<file path="src/hdl/apmt_ram.sv">
`timescale 1ns / 1ps
module apmt_ram #(
	parameter int WIDTH = 8,
	parameter int DEPTH = 64
) (
	input  logic                     clk,
	input  logic                     wr_en,
	input  logic [$clog2(DEPTH)-1:0] wr_addr,
	input  logic [WIDTH-1:0]         wr_data,
	input  logic [$clog2(DEPTH)-1:0] rd_addr,
	output logic [WIDTH-1:0]         rd_data
);

	logic [WIDTH-1:0] mem [DEPTH];

	// one write port, one registered read port
	always_ff @(posedge clk) begin
		if (wr_en) begin
			mem[wr_addr] <= wr_data;
		end
		rd_data <= mem[rd_addr];
	end

endmodule

</file>
<file path="config.mk">
export PLATFORM = sky130hd
export DESIGN_NAME = apmt_ram
export DESIGN_NICKNAME = d
export VERILOG_FILES = /design/src/hdl/apmt_ram.sv
export SDC_FILE = /design/constraint.sdc
export NUM_CORES = 1
export LEC_CHECK = 0
export BUFFER_PORTS_ARGS = -buffer_cell sky130_fd_sc_hd__clkbuf_2
export CAP_MARGIN = 20
export CORE_MARGIN = 3
export CORE_UTILIZATION = 28
export DETAILED_ROUTE_END_ITERATION = 6
export GPL_TIMING_DRIVEN = 0
export SLEW_MARGIN = 20
export SYNTH_ARGS = -nofsm -noshare
export SYNTH_HDL_FRONTEND = slang
export SYNTH_SLANG_ARGS = --single-unit
</file>
<file path="constraint.sdc">
create_clock -name clk -period 3.7 [get_ports clk]
set_input_delay 0.185 -clock clk [delete_from_list [all_inputs] [get_ports clk]]
set_output_delay 0.185 -clock clk [all_outputs]
set_load 0.02 [all_outputs]
</file>
==> results of run 1 <==
[metal layers]
layer	GRT usage	part of all wire
met2	0.1969	0.46
met5	0.01053	0.0024
met1	0.1777	0.42
met3	0.03824	0.093
met4	0.03996	0.025
[flip-flops by register name, indices dropped and copies added, names as in the netlist]
register / cells
rd_data: 8
mem: 512
[where the power goes]
group	internal, mW	switching, mW	leakage (nW)
Clock	2.62	2.13	0.727
Combinational	0.231	0.433	1.54
Sequential	6.52	0.0120	4.67
Total	9.37	2.57	6.95
[worst min path at each step]
stage,cells past startpoint,slack (ns),end
3_3_place_gp,1,0.61,rd_data[5]
6_report,1,0.15,mem[17][7]
5_1_grt,2,0.14,rd_data[3]
4_1_cts,2,0.12,rd_data[3]
3_5_place_dp,1,0.61,rd_data[7]
2_1_floorplan,0,0.28,mem[0][0]
[critical path: stages]
cell and delay, ns:
clkbuf_2 0.27, clkbuf_1 0.65, clkbuf_1 0.67, a2111oi_0 0.29
o41ai_1 1.01
[cell usage in the layout, fill, tap and decap left out, types with 5 or more instances in the layout]
master	instances
nand3_1	13
nor2b_1	14
nand2b_1	7
nor2_1	83
buf_4	14
clkbuf_2	13
edfxtp_1	512
nor3_1	5
o221ai_1	8
buf_2	11
clkbuf_4	7
clkinv_2	9
mux2i_1	23
dfxtp_1	8
clkbuf_1	29
a221oi_1	6
mux2_2	13
nand2_1	19
clkbuf_16	50
mux4_2	126
o22ai_1	8
clkinv_1	14
[cells in the mapped netlist (4+ instances only)]
library cell	instances
nand2b_1	7
nand3_1	13
dfxtp_1	8
buf_4	13
a211oi_1	4
buf_2	11
mux2_2	13
nor3_1	7
mux4_2	126
nor2_1	83
a221oi_1	6
nand2_1	19
buf_1	4
o221ai_1	8
buf_6	4
o22ai_1	8
clkbuf_1	17
edfxtp_1	512
mux2i_1	23
nor2b_1	14
[cell families (layout without fill, tap and decap cells)]
logic type / Yosys count / count (layout)
flops: 520 / 520
mux: 162 / 162
simple gates: 153 / 153
compound gates: 54 / 54
buf+inv: 51 / 162
other cells: 0 / 3
[metrics by stage]
stage | hold WS (ns) | std cells | setup slack (ns)
floorplan | 0.2839 | 940 | 1.847
global placement | 0.6140 | 1901 | 0.4792
detailed placement | 0.6112 | 1901 | 0.5155
CTS | 0.1221 | 1991 | 1.138
global route | 0.1374 | 1991 | 0.9017
finish | 0.1460 | 1994 | 0.9901
[layout make-up]
cell class                 instances  area, um^2  area share
antenna                            3       7.507   0.0003268
buffer                            51       316.6     0.01378
clock buffer                      62        1296     0.05643
clock inverter                    28       190.2    0.008279
multi-input combinational        369        4325      0.1883
sequential                       520       15530      0.6763
tap                              940        1176     0.05120
timing repair buffer              21       125.1    0.005447
==> results.toml, run 1 <==
[status]
status = "complete, no violations"

[critical_path]
crit_fanout = 10
cp-end-kind = "register"
reg2regPathDepth = 4
timing.rr.end = "rd_data[3]"
cp.required_ns = 4.09
critPathCapture = "rd_data[3]"
cp-start-kind = "primary input"
arrival_ns = 3.10
rrSetupSlack_ns = 1.24
crit_start = "rd_addr[4]"
path_class = "in -> reg"
r2r_start = "mem[3][3]"

[clocking]
cts.sinks = 520
cts_max_path_buffers = 3
cts_root_buf = "clkbuf_16"
cts_resized = 0
cts_tree = "done"
worstSkewPairLatency_ns = 0.60
ctsHtreeMaxLevel = 2
hold_buffers = 0
path_clk_slew_ns = 0.06
postCtsSetupRepairBufs = 0
cts-buffers-inserted = 49

[global_routing]
grt_max_degree = 65
track_usage = 0.1294
overflow = 0
grt_pass1_vias = 9923
grt_first_pass_wirelength_um = 70220
grt_antenna_before_repair = 6

[route]
routed-via-count = 9785
vias_per_cell = 4.907
drtIter0Drc = 1029
wire_per_inst_um = 24.29
firstDrtPassIters = 5
drt-total-wl_um = 48440
drc_errors = 0
antenna_left = 0

[power_and_ir_drop]
worst_ir_drop_vdd_v = 0.0002832
total_power_mw = 11.94
power.density_nw_per_um2 = 519.7
leakagePower_nw = 6.945

[logic_synthesis]
ys_types = 40
syn-instance-count = 940
synth_edf_count = 512
synthFlopType = "edfxtp_1"
synth_nets = 962
synth_mux_area_frac = 0.1594
ys_ff_latch = 520
avgSynthCellArea_um2 = 21.45
synth_top_family_by_area = "multiplexers"
synth_seq_area_share = 0.7703
async_flop_share = 0
yosys_warnings = 0
netlist_area_um2 = 20170
synthTopCellsByArea = "edfxtp_1 (76%), mux4_2 (14%), nor2_1 (1.5%)"
synth_compound_area_frac = 0.02072
yosys.area.top_type = "edfxtp_1"
synth_top_area_frac = 0.7624
synth_fa_ha_area_frac = 0
synth_simple_gate_area_share = 0.03388
synth-xor-area-share = 0

[sta]
slew_headroom = 0.2872
fin_skew_ns = 0.03118
finalSetupViolCount = 0
fmax_ghz = 0.3690
worstMarginPinSlew_ns = 1.055
min_period_ns = 2.710
tns_ns = 0
rsz0062_at_grt = "false"
hold_viol = 0
final.period_utilization = 0.7324
drv_slew = 0

[floorplanning]
initial_core_util = 0.2855
die_y_um = 274.4
rows = 97
top_level_ports = 30
die-area_um2 = 75280
coreArea_um2 = 70640
die_x_um = 274.4

[hold_path]
hp-start = "wr_data[7]"
worst_hold_path_type = "in -> reg"

[layout]
syn2layout_area_growth_pct = 13.91
layout-drive-gt1-share = 0.2455
stdcell_area_um2 = 22970
fillers = 6694
nets = 1034
fin_util = 0.3252

[place]
place.gp.congestion = 0.8707
place.port_buffers = 21
placed_area_um2 = 21480
detailed_place_hpwl_um = 31090

[flow_run]
cap_violations = 0
No activity file was read; power rests on OpenSTA's default activity.
==> run 2, diff against run 1 <==
- clock period: 3.7 -> 2.25 ns (I/O delays scaled with it)
==> results.toml, run 2 (synthesis results as in run 1) <==
[sta]
fmax_ghz = 0.4333
slew_headroom = 0.2970
fin_skew_ns = 0.03283
min_period_ns = 2.308
hold_viol = 0
drv_slew = 0
worstMarginPinSlew_ns = 1.055
fin_ws_ns = -0.05789
final.period_utilization = 1.026
finalSetupViolCount = 2
rsz0062_at_grt = "false"

[route]
wire_per_inst_um = 24.32
routed-via-count = 9815
firstDrtPassIters = 5
drt-total-wl_um = 48540
vias_per_cell = 4.917
antenna_left = 0
drtIter0Drc = 1027
drc_errors = 0

[hold_path]
holdPathEnd = "mem[17][7]"
hp-start = "wr_data[7]"
holdPathStages = 1
worst_hold_path_type = "in -> reg"

[clocking]
worstSkewPairLatency_ns = 0.60
postCtsSetupRepairBufs = 0
cts-buffers-inserted = 49
cts_max_path_buffers = 3
path_clk_slew_ns = 0.06
ctsHtreeMaxLevel = 2
cts_root_buf = "clkbuf_16"
cts_tree = "done"
cts.sinks = 520

[global_routing]
grt_pass1_vias = 9940
track_usage = 0.1293
grt_max_degree = 65
grt_first_pass_wirelength_um = 70170
grt_antenna_before_repair = 6
overflow = 0

[floorplanning]
coreArea_um2 = 70640
die_y_um = 274.4
initial_core_util = 0.2855
rows = 97
top_level_ports = 30
die_x_um = 274.4
die-area_um2 = 75280

[layout]
final_cells = 1996
syn2layout_area_growth_pct = 14.25
layout-drive-gt1-share = 0.2557
final_common_cell = "edfxtp_1"
largest_register = "mem"
nets = 1035
reg.largest.list = "mem: 512 flops, rd_data: 8 flops"
largest_reg_flops = 512
mostFrequentLayoutCells = "edfxtp_1 (512), mux4_2 (126), nor2_1 (83)"

[power_and_ir_drop]
leakagePower_nw = 6.977
worst_ir_drop_vdd_v = 0.0004645
power.density_nw_per_um2 = 852.9

[critical_path]
slowest_delay_ns = 0.86
cp-end-kind = "register"
crit_buf_inv = 0
cp.required_ns = 2.67
r2r_start = "mem[3][3]"
rrSetupSlack_ns = -0.06
cpMaxStageDelayCell = "a2111oi_1"
timing.rr.end = "rd_data[3]"
reg2regPathDepth = 4
cp.depth = 4
path_cells = "mux4_2 -> nor2b_1 -> a2111oi_1 -> o41ai_2"
arrival_ns = 2.72
critical-path-top-delay-family = "compound AO/OA/AOI/OAI gates"
cp-start-kind = "register"
path_class = "reg -> reg"
crit_fanout = 1

[place]
placedCellCount = 1901
place.port_buffers = 21
dpl_worst_slack_ns = -0.8620
detailed_place_hpwl_um = 31090
place.gp.congestion = 0.8707

[flow_run]
cap_violations = 0

[status]
violations = "setup timing"
status = "finished with violations"
==> run 2: changes by cell type in the layout (fill, tap and decap cells not counted), moves of 2 or more <==
cell and change:
nor3_2 +2, nor3_1 -2, clkbuf_2 +3, o41ai_2 +2
buf_1 -2, o41ai_1 -2, a2111oi_0 -2, clkbuf_1 -2
==> run 2: where the power goes <==
part	internal [mW]	switching (mW)	leakage [nW]	total, mW
registers	10.7	0.0199	4.67	10.7
logic	0.388	0.722	1.58	1.11
clock network	4.30	3.50	0.727	7.80
==> run 2: per-stage QoR <==
stage | hold slack (ns) | area, um^2 | utilization | setup TNS, ns | total power [mW]
after global placement | 0.5415 | 21450 | 0.3036 | -22.29 | 12.03
after CTS | 0.1736 | 23000 | 0.3256 | 0 | 19.78
after floorplan | 0.2114 | 20170 | - | 0 | 11.54
final | 0.06837 | 23040 | 0.3262 | -0.08833 | 19.65
after detailed placement | 0.5387 | 21480 | 0.3040 | -38.74 | 12.04
after global routing | 0.08581 | 23030 | 0.3261 | 0 | 20.25
==> run 2: cell type report <==
cell class                      instances  area, um^2
Antenna cell                            4       10.01
Buffer                                 51       327.8
Clock buffer                           62        1296
Clock inverter                         28       190.2
Fill cell                            6693       47590
Multi-Input combinational cell        369        4370
Sequential cell                       520       15530
Tap cell                              940        1176
Timing Repair Buffer                   22       135.1
==> run 2: repair_timing <==
item | 4_1_cts | 5_1_grt
endpoints found under the hold margin | 2 | 0
hold buffers | 1 | 0
endpoints found under the setup margin | 5 | 7
gates resized for setup | 7 | 9
==> run 2: per-layer routing <==
metal | track usage | vias to the layer above | part of all wire
met2 | 0.1968 | 438 | 0.46
li1 | - | 4078 | -
met5 | 0.01053 | - | 0.0023
met3 | 0.03841 | 84 | 0.096
met4 | 0.03996 | 4 | 0.025
met1 | 0.1777 | 5211 | 0.42
==> run 2: worst max path at each step <==
| stage | endpoint | slack (ns) | startpoint |
|---|---|---|---|
| floorplan | rd_data[3] | 0.47 | rd_addr[1] |
| global placement | rd_data[3] | -0.90 | rd_addr[2] |
| detailed placement | rd_data[5] | -0.86 | rd_addr[2] |
| CTS | rd_data[3] | 0.004 | mem[3][3] |
| global route | rd_data[4] | 0.004 | rd_addr[1] |
| finish | rd_data[3] | -0.06 | mem[3][3] |
