File: src/hdl/apmt_pkg.sv
`timescale 1ns / 1ps
package apmt_pkg;

	localparam int ANCHOR_W   = 8;
	localparam int ANCHOR_IDS = 256;
	localparam int DIST_W     = 9;
	localparam int DIFF_W     = 32;
	localparam int TIME_W     = 32;
	localparam int AGE_W      = 16;
	localparam int REMOVED_W  = 7;
	localparam int COUNT_W    = 7;
	localparam int SEEN_W     = 8;
	localparam int IN_DATA_W  = 80;
	localparam int OUT_DATA_W = 32;

	localparam logic [AGE_W-1:0] STALE_RESET = 16'd350;

	localparam logic OP_STORE = 1'b0;
	localparam logic OP_SWEEP = 1'b1;

	localparam logic [DIFF_W-1:0] DIFF_MIN = 32'h8000_0000;
	localparam logic [DIFF_W-1:0] DIFF_MAX = 32'h7FFF_FFFF;

	// one table entry as stored in the entry memory
	typedef struct packed {
		logic [TIME_W-1:0]   stamp;
		logic [DIFF_W-1:0]   value;
		logic [ANCHOR_W-1:0] second;
		logic [ANCHOR_W-1:0] first;
	} entry_t;

	localparam int ENTRY_W = $bits(entry_t);

	// reference count request toward the anchor counter
	typedef struct packed {
		logic                valid;
		logic                inc;
		logic [ANCHOR_W-1:0] id;
	} anc_req_t;

	// anchor counter status
	typedef struct packed {
		logic              ready;
		logic [DIST_W-1:0] distinct;
	} anc_stat_t;

	// negate with saturation of the most negative value
	function automatic logic [DIFF_W-1:0] sat_neg(input logic [DIFF_W-1:0] v);
		logic [DIFF_W-1:0] r;
		if (v == DIFF_MIN) begin
			r = DIFF_MAX;
		end else begin
			r = DIFF_W'(0) - v;
		end
		return r;
	endfunction

	// clamp a count to a 7 bit field
	function automatic logic [COUNT_W-1:0] sat_count(input logic [DIST_W-1:0] v);
		logic [COUNT_W-1:0] r;
		if (v > DIST_W'((1 << COUNT_W) - 1)) begin
			r = '1;
		end else begin
			r = v[COUNT_W-1:0];
		end
		return r;
	endfunction

	// clamp the distinct anchor count to an 8 bit field
	function automatic logic [SEEN_W-1:0] sat_seen(input logic [DIST_W-1:0] v);
		logic [SEEN_W-1:0] r;
		if (v > DIST_W'((1 << SEEN_W) - 1)) begin
			r = '1;
		end else begin
			r = v[SEEN_W-1:0];
		end
		return r;
	endfunction

endpackage

File: src/hdl/apmt_ram.sv
`timescale 1ns / 1ps
module apmt_ram #(
	parameter int WIDTH = 8,
	parameter int DEPTH = 64
) (
	input  logic                     clk,
	input  logic                     wr_en,
	input  logic [$clog2(DEPTH)-1:0] wr_addr,
	input  logic [WIDTH-1:0]         wr_data,
	input  logic [$clog2(DEPTH)-1:0] rd_addr,
	output logic [WIDTH-1:0]         rd_data
);

	logic [WIDTH-1:0] mem [DEPTH];

	// one write port, one registered read port
	always_ff @(posedge clk) begin
		if (wr_en) begin
			mem[wr_addr] <= wr_data;
		end
		rd_data <= mem[rd_addr];
	end

endmodule

File: src/hdl/apmt_anchor_count.sv
`timescale 1ns / 1ps
module apmt_anchor_count import apmt_pkg::*; #(
	parameter int TABLE_ENTRIES = 64
) (
	input  logic      clk,
	input  logic      arst_n,
	input  anc_req_t  req,
	output anc_stat_t stat
);

	// each entry references two anchor ids
	localparam int RCW = $clog2(2 * TABLE_ENTRIES + 1);

	typedef enum logic [1:0] {
		ST_CLEAR,
		ST_IDLE,
		ST_UPD
	} state_t;

	state_t              state_q;
	logic [ANCHOR_W-1:0] clr_idx_q;
	logic [ANCHOR_W-1:0] id_q;
	logic                inc_q;
	logic [DIST_W-1:0]   distinct_q;

	logic                ram_we;
	logic [ANCHOR_W-1:0] ram_wr_addr;
	logic [RCW-1:0]      ram_wr_data;
	logic [ANCHOR_W-1:0] ram_rd_addr;
	logic [RCW-1:0]      ram_rd_data;
	logic [RCW-1:0]      cnt_next;

	// shared increment / decrement of the fetched count
	assign cnt_next = inc_q ? (ram_rd_data + RCW'(1)) : (ram_rd_data - RCW'(1));

	assign ram_rd_addr = (state_q == ST_IDLE) ? req.id : id_q;

	// write side: clearing pass or read-modify-write
	always_comb begin
		ram_we      = 1'b0;
		ram_wr_addr = id_q;
		ram_wr_data = cnt_next;
		case (state_q)
			ST_CLEAR: begin
				ram_we      = 1'b1;
				ram_wr_addr = clr_idx_q;
				ram_wr_data = '0;
			end
			ST_UPD: begin
				ram_we = 1'b1;
			end
			default: begin
				ram_we = 1'b0;
			end
		endcase
	end

	apmt_ram #(
		.WIDTH(RCW),
		.DEPTH(ANCHOR_IDS)
	) u_ref_ram (
		.clk    (clk),
		.wr_en  (ram_we),
		.wr_addr(ram_wr_addr),
		.wr_data(ram_wr_data),
		.rd_addr(ram_rd_addr),
		.rd_data(ram_rd_data)
	);

	// sequencer and distinct id counter
	always_ff @(posedge clk or negedge arst_n) begin
		if (!arst_n) begin
			state_q    <= ST_CLEAR;
			clr_idx_q  <= '0;
			id_q       <= '0;
			inc_q      <= 1'b0;
			distinct_q <= '0;
		end else begin
			case (state_q)
				ST_CLEAR: begin
					clr_idx_q <= clr_idx_q + ANCHOR_W'(1);
					if (clr_idx_q == ANCHOR_W'(ANCHOR_IDS - 1)) begin
						state_q <= ST_IDLE;
					end
				end
				ST_IDLE: begin
					if (req.valid) begin
						id_q    <= req.id;
						inc_q   <= req.inc;
						state_q <= ST_UPD;
					end
				end
				ST_UPD: begin
					if (inc_q && (ram_rd_data == '0)) begin
						distinct_q <= distinct_q + DIST_W'(1);
					end else if (!inc_q && (ram_rd_data == RCW'(1))) begin
						distinct_q <= distinct_q - DIST_W'(1);
					end
					state_q <= ST_IDLE;
				end
				default: begin
					state_q <= ST_IDLE;
				end
			endcase
		end
	end

	assign stat.ready    = (state_q == ST_IDLE);
	assign stat.distinct = distinct_q;

endmodule

File: config.mk
export PLATFORM = sky130hd
export DESIGN_NAME = apmt_anchor_count
export DESIGN_NICKNAME = d
export VERILOG_FILES = /design/src/hdl/apmt_pkg.sv /design/src/hdl/apmt_ram.sv /design/src/hdl/apmt_anchor_count.sv
export SDC_FILE = /design/constraint.sdc
export NUM_CORES = 2
export LEC_CHECK = 0
export BUFFER_PORTS_ARGS = -buffer_cell sky130_fd_sc_hd__clkbuf_2
export CELL_PAD_IN_SITES_DETAIL_PLACEMENT = 1
export CELL_PAD_IN_SITES_GLOBAL_PLACEMENT = 2
export CORE_MARGIN = 2
export CORE_UTILIZATION = 40
export DETAILED_ROUTE_END_ITERATION = 8
export GPL_TIMING_DRIVEN = 0
export HOLD_SLACK_MARGIN = 0.08
export PLACE_DENSITY = 0.68
export SLEW_MARGIN = 20
export SYNTH_ARGS = -nofsm -noshare
export SYNTH_HDL_FRONTEND = slang
export SYNTH_SLANG_ARGS = --single-unit
File: constraint.sdc
create_clock -name clk -period 10.4 [get_ports clk]
set_clock_uncertainty 0.1 [all_clocks]
set_input_delay 3.12 -clock clk [delete_from_list [all_inputs] [get_ports clk]]
set_output_delay 3.12 -clock clk [all_outputs]
set_load 0.05 [all_outputs]
==> impl_metrics.json <==
{
  "timing.final.crit_share_pct": 73.3,
  "syn-num-nets": 5445,
  "wl_per_cell_um": 42.7,
  "total_power_mw": 16.5,
  "hold_viol": 0,
  "antenna_found_initial": 32,
  "route.met3.wl_um": 41800,
  "max_freq_mhz": 131,
  "grt_usage_pct": 34.6,
  "final_antenna_net_count": 0,
  "clkSinkCount": 2084,
  "cp-end-kind": "register",
  "layout-drive-gt1-share_pct": 14.3,
  "dpl.hpwl_um": 255000,
  "synth_largest_area_cell": "edfxtp_1",
  "via_per_inst": 6.39,
  "io_pins": 22,
  "drc": 0,
  "crit_type": "input port to register",
  "dr.pass1.iters": 6,
  "crit_family": "buffers and inverters",
  "floorplan.die.width_um": 458,
  "numPortBuffers": 20,
  "grt_first_pass_wirelength_um": 482000,
  "layout.cells.most_common": "edfxtp_1",
  "dp_slack_ps": 2210,
  "clkTransAtPathRegs_ps": 60,
  "num_vias": 55000,
  "cts_setup_buffers": 0,
  "drtIter0Drc": 8929,
  "syn_inst": 5420,
  "post-place-cells": 8217,
  "cts_tree": "yes",
  "drv_slew": 0,
  "syn_to_final_growth_pct": 14.9,
  "fin_nets": 5771,
  "synth_ff_type": "edfxtp_1",
  "grt_pass1_vias": 52900,
  "cts-root-buf": "clkbuf_16",
  "worst_slew_pin_slew_ps": 1310,
  "syn_area_per_cell_um2": 15.2,
  "path_cells": "clkbuf_1 -> nand2_1 -> o21ai_0 -> clkbuf_1 -> clkbuf_2 -> a32oi_1 -> nand4_1 -> nand3_1 -> nor3_1 -> nor4_1",
  "status": "finished clean",
  "max-slew-margin-rel_pct": 11.8,
  "max_stage_delay_ps": 1000,
  "placed_cell_area_um2": 88100,
  "cap_violations": 0,
  "ys_ff_latch": 2084,
  "fin_cells": 8612,
  "overflow": 0,
  "initial_core_util_pct": 40.2,
  "synth_warnings": 0,
  "num-fill-cells": 19900,
  "cts_buffer_depth": 3,
  "grt_max_degree": 37,
  "htree_levels": 4,
  "wl_met1_um": 140000,
  "num_rows": 166,
  "place_congestion": 0.961,
  "synth_async_sr_flop_share_pct": 1.34,
  "dieArea_um2": 210000,
  "worst_slack_ps": 2780,
  "finalSetupViolCount": 0,
  "yosysUniqueCellTypes": 68,
  "hold_class": "register to register",
  "total_leakage_power_nw": 28.1,
  "cpMostUsedCell": "clkbuf_1",
  "insertion_delay_ps": 880,
  "ys_seq_area_share_pct": 75.7,
  "met2_length_um": 161000,
  "wirelength_um": 368000,
  "cp_slowest_cell": "clkbuf_1",
  "worst_setup_path_start_kind": "input port",
  "cts_hold_buf": 0,
  "yosys-top-cells-area": "edfxtp_1 75%, nand2_1 4.5%, mux2i_1 4.2%",
  "finalCriticalPeriod_ps": 7620,
  "path_buf_inv": 3,
  "synth_edf_count": 2048,
  "cts_resized": 0,
  "fin_setup_tns_ps": 0,
  "most-common-layout-cells": "2048 x edfxtp_1, 997 x nand2_1, 359 x nor2_1, 343 x mux2i_1, 268 x nand3_1",
  "core_um2": 205000,
  "synth_area_um2": 82400,
  "crit_required_ps": 10930,
  "ir_drop_uv": 131,
  "die_y_um": 458,
  "highest_layer": "met5",
  "cts_inserted_buffers": 213,
  "stdcell_area_um2": 94700,
  "cp_max_fo": 10,
  "critical_path_arrival_ps": 8150,
  "synth_top_cell_area_share_pct": 74.6,
  "power_density_nw_per_um2": 174,
  "rsz0062_at_grt": "false"
}
==> sequential cells by signal, indices dropped and copies added, names as in the netlist <==
| signal | count |
|---|---|
| clr_idx_q | 8 |
| distinct_q | 9 |
| id_q | 8 |
| inc_q | 1 |
| state_q | 2 |
| u_ref_ram.mem | 2048 |
| u_ref_ram.rd_data | 8 |
==> metal layers <==
layer  vias to the layer above  global-route usage (%)
li1                      21400                       -
met1                     29100                    46.1
met2                      3769                    51.5
met3                       779                    8.89
met4                         2                    19.9
met5                         -                       0
==> power by group <==
group	internal (mW)	switching, mW
Clock	4.08	3.36
Combinational	0.00228	0.00877
Sequential	9.08	0
Total	13.2	3.37
==> metrics by stage <==
step / hold WS, ps / util [%]
2_1_floorplan: 396 / -
3_3_place_gp: 363 / 41.9
3_5_place_dp: 376 / 43.0
4_1_cts: 388 / 46.2
5_1_grt: 409 / 46.2
6_report: 388 / 46.2
==> final timing paths <==
| kind | start | to | slack (ps) | depth (start not counted) |
|---|---|---|---|---|
| setup reg to reg | id_q[1]$_DFFE_PN0P_ | u_ref_ram.rd_data[3]$_DFF_P_ | 4510 | 11 |
| min in group asynchronous | arst_n | inc_q$_DFFE_PN0P_ | 2210 | 1 |
| max in group asynchronous | arst_n | id_q[0]$_DFFE_PN0P_ | 7450 | 1 |
| setup / recovery | req[2] | u_ref_ram.rd_data[7]$_DFF_P_ | 2780 | 10 |
| hold / removal | distinct_q[8]$_DFFE_PN0P_ | distinct_q[8]$_DFFE_PN0P_ | 390 | 1 |
| hold reg to reg | distinct_q[8]$_DFFE_PN0P_ | distinct_q[8]$_DFFE_PN0P_ | 390 | 1 |
==> kinds of logic (layout without fill, tap and decap cells) <==
group | after synthesis | in the layout | synth area share, %
AND/OR/NAND/NOR | 1867 | 1867 | 9.62
buffers and inverters | 347 | 842 | 2.35
multiplexers | 455 | 455 | 7.06
XOR/XNOR | 22 | 22 | 0.234
adder cells (fa/ha/maj) | 13 | 13 | 0.206
AO/OA/AOI/OAI | 632 | 632 | 4.87
other | 0 | 9 | 0
flip-flops | 2084 | 2084 | 75.7
==> cell usage after synthesis, types with 32 or more instances <==
cell type  number
edfxtp_1     2048
nand2_1       997
nor2_1        381
mux2i_1       343
nand3_1       268
a21oi_1       163
buf_2         115
o22ai_1       111
clkbuf_1      107
nand4_1       103
mux4_2         96
o21ai_0        91
a32oi_1        90
a31oi_1        89
nor4_1         41
buf_4          39
a22oi_1        32
==> cell type report <==
type / count / area [um^2] / area share (%)
well taps: 2688 / 3360 / 3.55
plain buffers: 331 / 1960 / 2.07
flip-flops and latches: 2084 / 62400 / 65.8
clock buffers: 267 / 5620 / 5.93
multi-input cells: 2989 / 18400 / 19.4
repair buffers: 111 / 2040 / 2.16
diodes: 9 / 22.5 / 0.0238
inverters: 16 / 60.1 / 0.0634
clock inverters: 117 / 888 / 0.938
(Power assumes the default switching activity.)
